## src/rtl/remc_pkg.sv

```systemverilog
// Shared types, codes and constants of the rotary encoder menu controller.
// No dependencies; imported by every module of the block.
`default_nettype none

package remc_pkg;

	localparam int ActionW   = 2;
	localparam int LevelW    = 8;
	localparam int MsW       = 16;
	localparam int CfgIndexW = 2;
	localparam int CfgDataW  = 16;

	// Event codes.
	localparam logic [ActionW-1:0] ACT_TICK    = 2'd0;
	localparam logic [ActionW-1:0] ACT_ENCODER = 2'd1;
	localparam logic [ActionW-1:0] ACT_PRESS   = 2'd2;
	localparam logic [ActionW-1:0] ACT_INIT    = 2'd3;

	// Configuration register indexes.
	localparam logic [CfgIndexW-1:0] REG_BRIGHTNESS_STEP = 2'd0;
	localparam logic [CfgIndexW-1:0] REG_BUTTON_HOLDOFF  = 2'd1;
	localparam logic [CfgIndexW-1:0] REG_BLINK_INIT      = 2'd2;
	localparam logic [CfgIndexW-1:0] REG_BRIGHT_INIT     = 2'd3;

	localparam logic [LevelW-1:0] LEVEL_MAX          = 8'd255;
	localparam logic [LevelW-1:0] BLINK_STEP         = 8'd1;
	localparam logic [LevelW-1:0] STEP_RESET         = 8'd1;
	localparam logic [MsW-1:0]    HOLDOFF_RESET      = 16'd200;

	localparam int DEF_NUM_OPTIONS      = 4;
	localparam int DEF_BLINK_ENTRY      = 0;
	localparam int DEF_BRIGHTNESS_ENTRY = 1;

	typedef struct packed {
		logic [ActionW-1:0] action;
		logic               pin_a;
		logic               pin_b;
	} remc_item_t;

	typedef struct packed {
		logic [LevelW-1:0] brightness_step;
		logic [MsW-1:0]    button_holdoff_ms;
		logic [LevelW-1:0] blink_init;
		logic [LevelW-1:0] bright_init;
	} remc_cfg_t;

	typedef struct packed {
		logic [1:0]        menu_index;
		logic [3:0]        edit_flags;
		logic [LevelW-1:0] blink_value;
		logic [LevelW-1:0] brightness_value;
		logic              press_parity;
		logic              event_taken;
	} remc_result_t;

	// Moves a level up or down by an amount, saturating at 0 and LEVEL_MAX.
	function automatic logic [LevelW-1:0] apply_level(
		input logic [LevelW-1:0] level,
		input logic              up,
		input logic [LevelW-1:0] amount
	);
		logic [LevelW:0] sum;
		logic [LevelW-1:0] res;
		sum = {1'b0, level} + {1'b0, amount};
		if (up) begin
			res = (sum > {1'b0, LEVEL_MAX}) ? LEVEL_MAX : sum[LevelW-1:0];
		end else begin
			res = (amount > level) ? '0 : level - amount;
		end
		return res;
	endfunction

endpackage

`default_nettype wire

```

## src/rtl/remc_update.sv

```systemverilog
// Controller state and its single-pass next-state logic for one event.
// Depends on remc_pkg for the event codes, item, config and result types.
`default_nettype none

module remc_update import remc_pkg::*; #(
	parameter int NUM_OPTIONS      = DEF_NUM_OPTIONS,
	parameter int BLINK_ENTRY      = DEF_BLINK_ENTRY,
	parameter int BRIGHTNESS_ENTRY = DEF_BRIGHTNESS_ENTRY
) (
	input  wire logic         clk,
	input  wire logic         arst_n,
	input  wire logic         step_en,
	input  wire remc_item_t   item,
	input  wire remc_cfg_t    cfg,
	output remc_result_t      result
);

	localparam int CursorW = $clog2(NUM_OPTIONS);
	localparam int OutCW   = (CursorW > 2) ? CursorW : 2;
	localparam int FlagW   = (NUM_OPTIONS > 4) ? NUM_OPTIONS : 4;
	localparam logic [CursorW-1:0] LAST_ENTRY = CursorW'(NUM_OPTIONS - 1);

	logic [CursorW-1:0]     cursor_q, cursor_d;
	logic [NUM_OPTIONS-1:0] edit_q, edit_d;
	logic [LevelW-1:0]      blink_q, blink_d;
	logic [LevelW-1:0]      bright_q, bright_d;
	logic                   last_a_q, last_a_d;
	logic                   last_up_q, last_up_d;
	logic                   rot_q, rot_d;
	logic [MsW-1:0]         ms_q, ms_d;
	logic                   toggle_q, toggle_d;
	logic                   taken;
	logic                   move;
	logic                   up;
	logic                   editing;
	logic [NUM_OPTIONS-1:0] cursor_sel;
	logic [OutCW-1:0]       cursor_wide;
	logic [FlagW-1:0]       flags_wide;

	assign editing    = edit_q[cursor_q];
	assign cursor_sel = NUM_OPTIONS'(1) << cursor_q;

	always_comb begin
		cursor_d  = cursor_q;
		edit_d    = edit_q;
		blink_d   = blink_q;
		bright_d  = bright_q;
		last_a_d  = last_a_q;
		last_up_d = last_up_q;
		rot_d     = rot_q;
		ms_d      = ms_q;
		toggle_d  = toggle_q;
		taken     = 1'b1;
		move      = 1'b0;
		up        = 1'b0;
		case (item.action)
			ACT_TICK: begin
				if (ms_q != '1) begin
					ms_d = ms_q + 1'b1;
				end
				rot_d = 1'b1;
			end
			ACT_ENCODER: begin
				// Only one encoder event per millisecond is decoded.
				if (!rot_q) begin
					taken = 1'b0;
				end else begin
					if (last_up_q && last_a_q && !item.pin_a && item.pin_b) begin
						move = 1'b1;
						up   = 1'b0;
					end else if (!last_a_q && item.pin_a) begin
						move = 1'b1;
						up   = item.pin_b;
					end
					if (move) begin
						last_up_d = up;
					end
					last_a_d = item.pin_a;
					rot_d    = 1'b0;
					if (move) begin
						if (!editing) begin
							if (up) begin
								cursor_d = (cursor_q == LAST_ENTRY) ? '0 : cursor_q + 1'b1;
							end else begin
								cursor_d = (cursor_q == '0) ? LAST_ENTRY : cursor_q - 1'b1;
							end
						end else if (int'(cursor_q) == BRIGHTNESS_ENTRY) begin
							bright_d = apply_level(bright_q, up, cfg.brightness_step);
						end else if (int'(cursor_q) == BLINK_ENTRY) begin
							blink_d = apply_level(blink_q, up, BLINK_STEP);
						end
					end
				end
			end
			ACT_PRESS: begin
				if (ms_q > cfg.button_holdoff_ms) begin
					toggle_d = ~toggle_q;
					// Toggle the entry under the cursor and clear all others.
					edit_d   = ~edit_q & cursor_sel;
					ms_d     = '0;
				end else begin
					taken = 1'b0;
				end
			end
			ACT_INIT: begin
				blink_d  = cfg.blink_init;
				bright_d = cfg.bright_init;
				toggle_d = 1'b0;
			end
			default: begin
				taken = 1'b1;
			end
		endcase
	end

	always_ff @(posedge clk or negedge arst_n) begin
		if (!arst_n) begin
			cursor_q  <= '0;
			edit_q    <= '0;
			blink_q   <= '0;
			bright_q  <= '0;
			last_a_q  <= 1'b0;
			last_up_q <= 1'b0;
			rot_q     <= 1'b0;
			ms_q      <= '0;
			toggle_q  <= 1'b0;
		end else if (step_en) begin
			cursor_q  <= cursor_d;
			edit_q    <= edit_d;
			blink_q   <= blink_d;
			bright_q  <= bright_d;
			last_a_q  <= last_a_d;
			last_up_q <= last_up_d;
			rot_q     <= rot_d;
			ms_q      <= ms_d;
			toggle_q  <= toggle_d;
		end
	end

	assign cursor_wide = OutCW'(cursor_d);
	assign flags_wide  = FlagW'(edit_d);

	always_comb begin
		result.menu_index       = cursor_wide[1:0];
		result.edit_flags       = flags_wide[3:0];
		result.blink_value      = blink_d;
		result.brightness_value = bright_d;
		result.press_parity     = toggle_d;
		result.event_taken      = taken;
	end

endmodule

`default_nettype wire

```

## src/rtl/rotary_encoder_menu_control_top.sv

```systemverilog
// Top level of the rotary encoder menu controller: ports, configuration
// registers, input register and result register. Depends on remc_pkg, remc_update.
`default_nettype none

// Takes one event per transfer (tick, encoder change, button press, init) and
// returns one result per event: cursor, edit flags, blink and brightness levels,
// press parity and whether the event was taken or held off. The block sustains
// one event per clock cycle unless the result stalls. An event is held in the input
// register while the single-pass update logic computes the next controller
// state and the result; both are loaded when the event advances, and the result
// port is driven from the result register. A stalled result holds the input
// register, and ready drops once both are full. Configuration writes take
// effect at once and belong in idle periods.
module rotary_encoder_menu_control_top import remc_pkg::*; #(
	parameter int NUM_OPTIONS      = DEF_NUM_OPTIONS,
	parameter int BLINK_ENTRY      = DEF_BLINK_ENTRY,
	parameter int BRIGHTNESS_ENTRY = DEF_BRIGHTNESS_ENTRY
) (
	input  wire logic                 clk,
	input  wire logic                 arst_n,
	input  wire logic                 in_valid,
	output logic                      in_ready,
	input  wire logic [ActionW-1:0]   action,
	input  wire logic                 pin_a,
	input  wire logic                 pin_b,
	output logic                      out_valid,
	input  wire logic                 out_ready,
	output logic [1:0]                menu_index,
	output logic [3:0]                edit_flags,
	output logic [LevelW-1:0]         blink_value,
	output logic [LevelW-1:0]         brightness_value,
	output logic                      press_parity,
	output logic                      event_taken,
	input  wire logic                 cfg_wr_en,
	input  wire logic [CfgIndexW-1:0] cfg_index,
	input  wire logic [CfgDataW-1:0]  cfg_data
);

	remc_cfg_t    cfg_q;
	remc_item_t   item_s1;
	logic         valid_s1;
	remc_result_t result;
	remc_result_t result_q;
	logic         out_valid_q;
	logic         advance;

	always_ff @(posedge clk or negedge arst_n) begin
		if (!arst_n) begin
			cfg_q.brightness_step   <= STEP_RESET;
			cfg_q.button_holdoff_ms <= HOLDOFF_RESET;
			cfg_q.blink_init        <= '0;
			cfg_q.bright_init       <= '0;
		end else if (cfg_wr_en) begin
			case (cfg_index)
				REG_BRIGHTNESS_STEP: cfg_q.brightness_step   <= cfg_data[LevelW-1:0];
				REG_BUTTON_HOLDOFF:  cfg_q.button_holdoff_ms <= cfg_data[MsW-1:0];
				REG_BLINK_INIT:      cfg_q.blink_init        <= cfg_data[LevelW-1:0];
				REG_BRIGHT_INIT:     cfg_q.bright_init       <= cfg_data[LevelW-1:0];
				default: begin
					cfg_q <= cfg_q;
				end
			endcase
		end
	end

	// The held event moves on when the result register is empty or being drained.
	assign advance  = valid_s1 && (!out_valid_q || out_ready);
	assign in_ready = !valid_s1 || advance;

	always_ff @(posedge clk or negedge arst_n) begin
		if (!arst_n) begin
			valid_s1 <= 1'b0;
		end else if (in_ready) begin
			valid_s1 <= in_valid;
		end
	end

	always_ff @(posedge clk) begin
		if (in_valid && in_ready) begin
			item_s1.action <= action;
			item_s1.pin_a  <= pin_a;
			item_s1.pin_b  <= pin_b;
		end
	end

	remc_update #(
		.NUM_OPTIONS      (NUM_OPTIONS),
		.BLINK_ENTRY      (BLINK_ENTRY),
		.BRIGHTNESS_ENTRY (BRIGHTNESS_ENTRY)
	) u_update (
		.clk     (clk),
		.arst_n  (arst_n),
		.step_en (advance),
		.item    (item_s1),
		.cfg     (cfg_q),
		.result  (result)
	);

	always_ff @(posedge clk or negedge arst_n) begin
		if (!arst_n) begin
			out_valid_q <= 1'b0;
		end else if (advance) begin
			out_valid_q <= 1'b1;
		end else if (out_ready) begin
			out_valid_q <= 1'b0;
		end
	end

	always_ff @(posedge clk) begin
		if (advance) begin
			result_q <= result;
		end
	end

	assign out_valid        = out_valid_q;
	assign menu_index       = result_q.menu_index;
	assign edit_flags       = result_q.edit_flags;
	assign blink_value      = result_q.blink_value;
	assign brightness_value = result_q.brightness_value;
	assign press_parity     = result_q.press_parity;
	assign event_taken      = result_q.event_taken;

endmodule

`default_nettype wire

```

## config.mk

```make
export PLATFORM = sky130hd
export DESIGN_NAME = rotary_encoder_menu_control_top
export DESIGN_NICKNAME = d
export VERILOG_FILES = /design/src/rtl/remc_pkg.sv /design/src/rtl/remc_update.sv /design/src/rtl/rotary_encoder_menu_control_top.sv
export SDC_FILE = /design/constraint.sdc
export NUM_CORES = 1
export LEC_CHECK = 0
export BUFFER_PORTS_ARGS = -buffer_cell sky130_fd_sc_hd__buf_2
export CAP_MARGIN = 20
export CORE_MARGIN = 2
export CORE_UTILIZATION = 32
export CTS_BUF_LIST = sky130_fd_sc_hd__clkbuf_8
export DETAILED_ROUTE_END_ITERATION = 10
export PLACE_DENSITY = 0.5
export SLEW_MARGIN = 20
export SYNTH_ARGS = -nofsm -noshare
export SYNTH_HDL_FRONTEND = slang
export SYNTH_HIERARCHICAL = 1
export SYNTH_SLANG_ARGS = --single-unit
```

## constraint.sdc

```tcl
create_clock -name clk -period 4.14 [get_ports clk]
set_input_delay 0.828 -clock clk [delete_from_list [all_inputs] [get_ports clk]]
set_output_delay 0.828 -clock clk [all_outputs]
set_load 0.005 [all_outputs]
```

**Yosys cells after proc, flatten, opt, wreduce, memory -nomap -nowiden**

Cells that the tools add are included.

- Bits in registers: 112
- Bits in latches: 0
- Memory bits (writable): 0
- ROM bits: 0
- Input port bits: 27
- Output and inout port bits: 26
- Logic and storage cells: 126
- Memories: 0

- Add/sub/neg operators: 7
- Multiply operators: 0
- Divide/modulo/power cells: 0
- Magnitude comparators: 6
- Eq/ne operators: 11
- Shifts and indexed selects: 1
- Muxes and demuxes: 47
- Bitwise operators: 3
- Reduce and logical (&&, ||, !) cells: 27

Operators by type and width:

| operator | count |
|---|---|
| two-way mux 8 bit | 15 |
| two-way mux 16 bit | 2 |
| case mux 16 bit (2 select lines) | 1 |
| case mux 8 bit (2 select lines) | 2 |
| > comparator 9 x 8 -> 1 bit, second input constant | 2 |
| adder 16 x 1 -> 16 bit, second input constant | 1 |
| > comparator 16 bit | 1 |
| != test 16 bit, second input constant | 1 |
| two-way mux 1 bit | 14 |
| two-way mux 2 bit | 7 |
| == test 2 bit, second input constant | 6 |
| AND reduction 2 bit | 5 |
| adder 8 x 1 -> 9 bit, second input constant | 1 |
| adder 8 x 8 -> 9 bit | 1 |
| > comparator 1 x 8 -> 1 bit, first input constant | 1 |
| > comparator 8 bit | 1 |
| logical NOT 2 bit | 4 |
| two-way mux 4 bit | 2 |
| AND reduction 4 bit | 2 |
| subtractor 8 x 1 -> 8 bit, second input constant | 1 |
| subtractor 8 bit | 1 |
| logical AND 1 bit | 6 |
| case mux 1 bit (2 select lines) | 3 |
| nonzero test 2 bit | 3 |
| 13 further kinds | 19 |

**Depth between registers and ports, before layout**

- Depth in word-level cells: 13
- Mapped depth: 11
- Gate-level depth less buffers: 11

**Cells and area by module**

Netlist, hierarchy kept.

Modules (own cells, without submodules):

| module | times used | cells each | area each (sq um) | sequential area each (sq um) |
|---|---|---|---|---|
| remc_update | 1 | 558 | 4344.2 | 1051.0 |
| rotary_encoder_menu_control_top | 1 | 121 | 2453.6 | 1896.8 |

**Worst setup path before layout**

No wires, ideal clock.

- Path kind: input to register
- Start point: input out_ready
- End point: register u_update.ms_q[9]
- Library setup time: 0.069 ns
- Arrival time: 2.607 ns
- Required time: 4.071 ns
- Setup slack: 1.464 ns
- Stages: 6
- Path buffers: 0
- Path through: nand2b_1 > and2_1 > o21a_1 > nand2_4 > or4_1 > nand3_1

- Longest elaborated chain between the ends: 3

RTL lines:

| what | RTL line | text |
|---|---|---|
| start, declared | rotary_encoder_menu_control_top.sv:27 | `input wire logic out_ready,` |
| logical OR 1 bit | rotary_encoder_menu_control_top.sv:67 | `assign advance = valid_s1 && (!out_valid_q \|\| out_ready);` |
| logical AND 1 bit | rotary_encoder_menu_control_top.sv:67 |  |
| net advance | rotary_encoder_menu_control_top.sv:45 | `logic advance;` |
| AND reduction 4 bit (no line) | - |  |
| end signal, assigned | remc_update.sv:135 | `ms_q <= ms_d;` |
| end, declared | remc_update.sv:30 | `logic [MsW-1:0] ms_q, ms_d;` |

The timed path passes the listed nets, and every way through them passes these cells.
A chain may end at the register's enable or synchronous reset.

==> out/metrics.yaml <==
run_status:
  status: "complete, no violations"
sta:
  rsz0062_at_grt: "false"
  timing.fmax_mhz: 326
  maxSlewViolCount: 0
  skew_ns: 0.0132
  relSlewSlack_pct: 36.0
  fin_crit_sh_pct: 74.0
  timing.hold.ws_ns: 0.386
  max_slew.worst_pin.slew_ns: 0.953
  setup_tns_ns: 0
  finalSetupViolCount: 0
  hold_viol: 0
  setup_ws_ns: 1.07
  period_minus_slack_ns: 3.07
synthesis:
  synthCells: 679
  synth_nets: 751
  yosys_warnings: 6
  synth.avg_cell_area_um2: 10.0
  synth.top_cells.by_count: "dfrtp_1 (80), nand2_1 (65), o21ai_0 (52)"
  synth-edff-count: 28
  synth-seq-area-share_pct: 43.4
  synth_area_leaders: "dfrtp_1 (29%), edfxtp_1 (12%), ha_1 (7.9%)"
  synth.distinct_cells: 77
  ys_seq_elements: 112
  synth-main-ff-cell: "dfrtp_1"
  synthArstFlopShare_pct: 75.0
  synth_top_area_cell: "dfrtp_1"
  yosysMostFrequentCell: "dfrtp_1"
  yosysTopAreaCellShare_pct: 29.4
  syn-cell-area_mm2: 0.00680
critical_path:
  crit_chain: "ha_1, inv_1, fa_1, o21ba_2, nor2_1, a211oi_1, o31ai_1, a2bb2oi_1, a21oi_1, o21ai_0"
  r2r_end: "brightness_value[5]$_DFFE_PP_"
  start_kind: "flip-flop"
  r2r_cells: 10
  arrival_ns: 3.25
  cp_num_buf_inv: 1
  reg2reg_slack_ns: 1.07
  cp_slowest_cell: "dfstp_2"
  endpoint_kind: "flip-flop"
  critPathMaxStageDelay_ns: 0.56
  required_ns: 4.33
  r2r_start: "cfg_q[32]$_DFFE_PN1P_"
  critical_path_class: "flip-flop to flip-flop"
  worstPathMaxFanout: 6
  path_delay_family: "compound AO/OA/AOI/OAI gates"
cts:
  htreeDepth: 3
  insertion_delay_ns: 0.40
  cts_setup_buffers: 0
  clock-root-buffer: "clkbuf_8"
  cts_tree: "built"
  clk_pin_slew_ns: 0.12
  clock_sinks: 112
  cts_made_buffers: 9
  ctsHoldBuffers: 0
  clk_path_buf_depth: 2
  cts.repair.resized: 0
floorplanning:
  core_area_mm2: 0.0210
  die_area_mm2: 0.0224
  pin_count: 53
  die_h_um: 150
  start_util_pct: 32.4
  rows: 53
  die_x_um: 150
layout:
  diodes: 0
  area_growth_pct: 10.1
  final_cells: 994
  multi_input_area_mm2: 0.00353
  seqCellArea_mm2: 0.00295
  drive_gt1_share_pct: 19.2
  fillCellCount: 2199
  fin_nets: 786
drt:
  dr.first_iter.drc_count: 375
  vias: 5360
  wl_um: 17200
  drtAntennaViolNets: 0
  drc: 0
  vias_per_cell: 5.39
  avgRoutedWirePerCell_um: 17.3
  drt_first_pass_iters: 5
place:
  place_hpwl_um: 12700
  post-place-ws_ns: 1.16
  placedCellCount: 978
  io_buffers: 52
  gp_congestion: 0.853
pwr:
  max-vdd-ir-drop_mv: 0.173
  cellLeakagePower_nw: 3.18
  powerDensity_mw_per_mm2: 471
  fin_total_pwr_mw: 3.53
global_route:
  grt_usage_pct: 15.9
  grt_pass1_wl_um: 27700
  grt_pass1_vias: 5121
  grt_overflow: 0
  grt_max_degree: 40
  antenna_found_initial: 0
flow_run:
  drv_cap: 0
worst_hold_path:
  hp-class: "primary input to async pin"
==> through the flow <==
| stage | utilization (%) | area (µm²) |
|---|---|---|
| 6_report | 35.7 | 7490 |
| 3_3_place_gp | 34.8 | 7300 |
| 5_1_grt | 35.7 | 7490 |
| 3_5_place_dp | 34.8 | 7300 |
| 4_1_cts | 35.7 | 7480 |
| 2_1_floorplan | - | 6800 |
==> worst reg2reg max path: cells and delay by family (launching register included) <==
kind                     cells  cell delay, ns
AO/OA/AOI/OAI                6            1.54
flip-flops                   1            0.56
adder cells (fa/ha/maj)      2            0.54
AND/OR/NAND/NOR              1            0.17
buffers and inverters        1            0.06
==> power breakdown <==
group,switching (mW),internal [mW]
clock network,0.417,0.232
logic,0.700,0.545
registers,0.250,1.38
==> kinds of logic after synthesis <==
logic type / count (synthesis) / synth area share [%]
AO/OA/AOI/OAI: 197 / 19.9
AND/OR/NAND/NOR: 189 / 14.3
flip-flops: 112 / 43.4
buffers and inverters: 80 / 4.77
multiplexers: 48 / 8.08
adder cells (fa/ha/maj): 45 / 8.50
XOR/XNOR: 8 / 1.03
==> area by class of cell <==
cell class              instances  area share (%)
multi-input cells             487            47.2
flip-flops and latches        112            39.4
well taps                     275            4.60
repair buffers                 57            4.01
inverters                      47            2.36
clock buffers                   9            1.65
clock inverters                 7           0.802
==> state kept, by name, indices dropped and copies added (netlist names) <==
register and flops:
u_update/bright_q 8, press_parity 1, u_update/cursor_q 2, u_update/toggle_q 1
u_update/edit_q 4, out_valid 1, blink_value 8, brightness_value 8
u_update/blink_q 8, u_update/ms_q 16, edit_flags 4, event_taken 1
item_s1 4, cfg_q 40, valid_s1 1, u_update/rot_q 1
u_update/last_up_q 1, menu_index 2, u_update/last_a_q 1
==> cells in the final DEF, fill, tap and decap left out, drive strengths merged, types with 6 or more instances in the layout <==
cell type | netlist | routed
dfrtp | 80 | 80
nand2 | 67 | 67
buf | 15 | 57
o21ai | 56 | 56
inv | 47 | 53
mux2 | 45 | 45
ha | 43 | 43
a21oi | 33 | 33
nor2 | 32 | 32
edfxtp | 28 | 28
nand3 | 17 | 17
nand2b | 13 | 13
a22oi | 12 | 12
nor3 | 11 | 11
clkbuf | 18 | 9
o31ai | 9 | 9
a211oi | 9 | 9
nor2b | 8 | 8
o221ai | 8 | 8
a31oi | 8 | 8
a21o | 7 | 7
and3 | 7 | 7
nand4 | 6 | 6
and2 | 6 | 6
==> per-layer routing <==
metal / track usage [%] / share of wire, %
met1: 22.6 / 48
met2: 24.6 / 46
met3: 2.65 / 4.4
met4: 5.47 / 1.6
met5: 0 / 0
==> worst max-delay path by stage <==
stage	from	end	slack, ns	cells after the start
after floorplan	out_ready	u_update/ms_q[9]$_DFFE_PN0P_	1.46	6
after global placement	cfg_q[32]$_DFFE_PN1P_	brightness_value[5]$_DFFE_PP_	1.24	10
after detailed placement	cfg_q[32]$_DFFE_PN1P_	brightness_value[5]$_DFFE_PP_	1.16	10
after CTS	cfg_q[32]$_DFFE_PN1P_	brightness_value[5]$_DFFE_PP_	1.13	10
after global routing	cfg_q[32]$_DFFE_PN1P_	brightness_value[5]$_DFFE_PP_	0.86	10
final	cfg_q[32]$_DFFE_PN1P_	brightness_value[5]$_DFFE_PP_	1.07	10
Power figures use the tool's default switching activity.
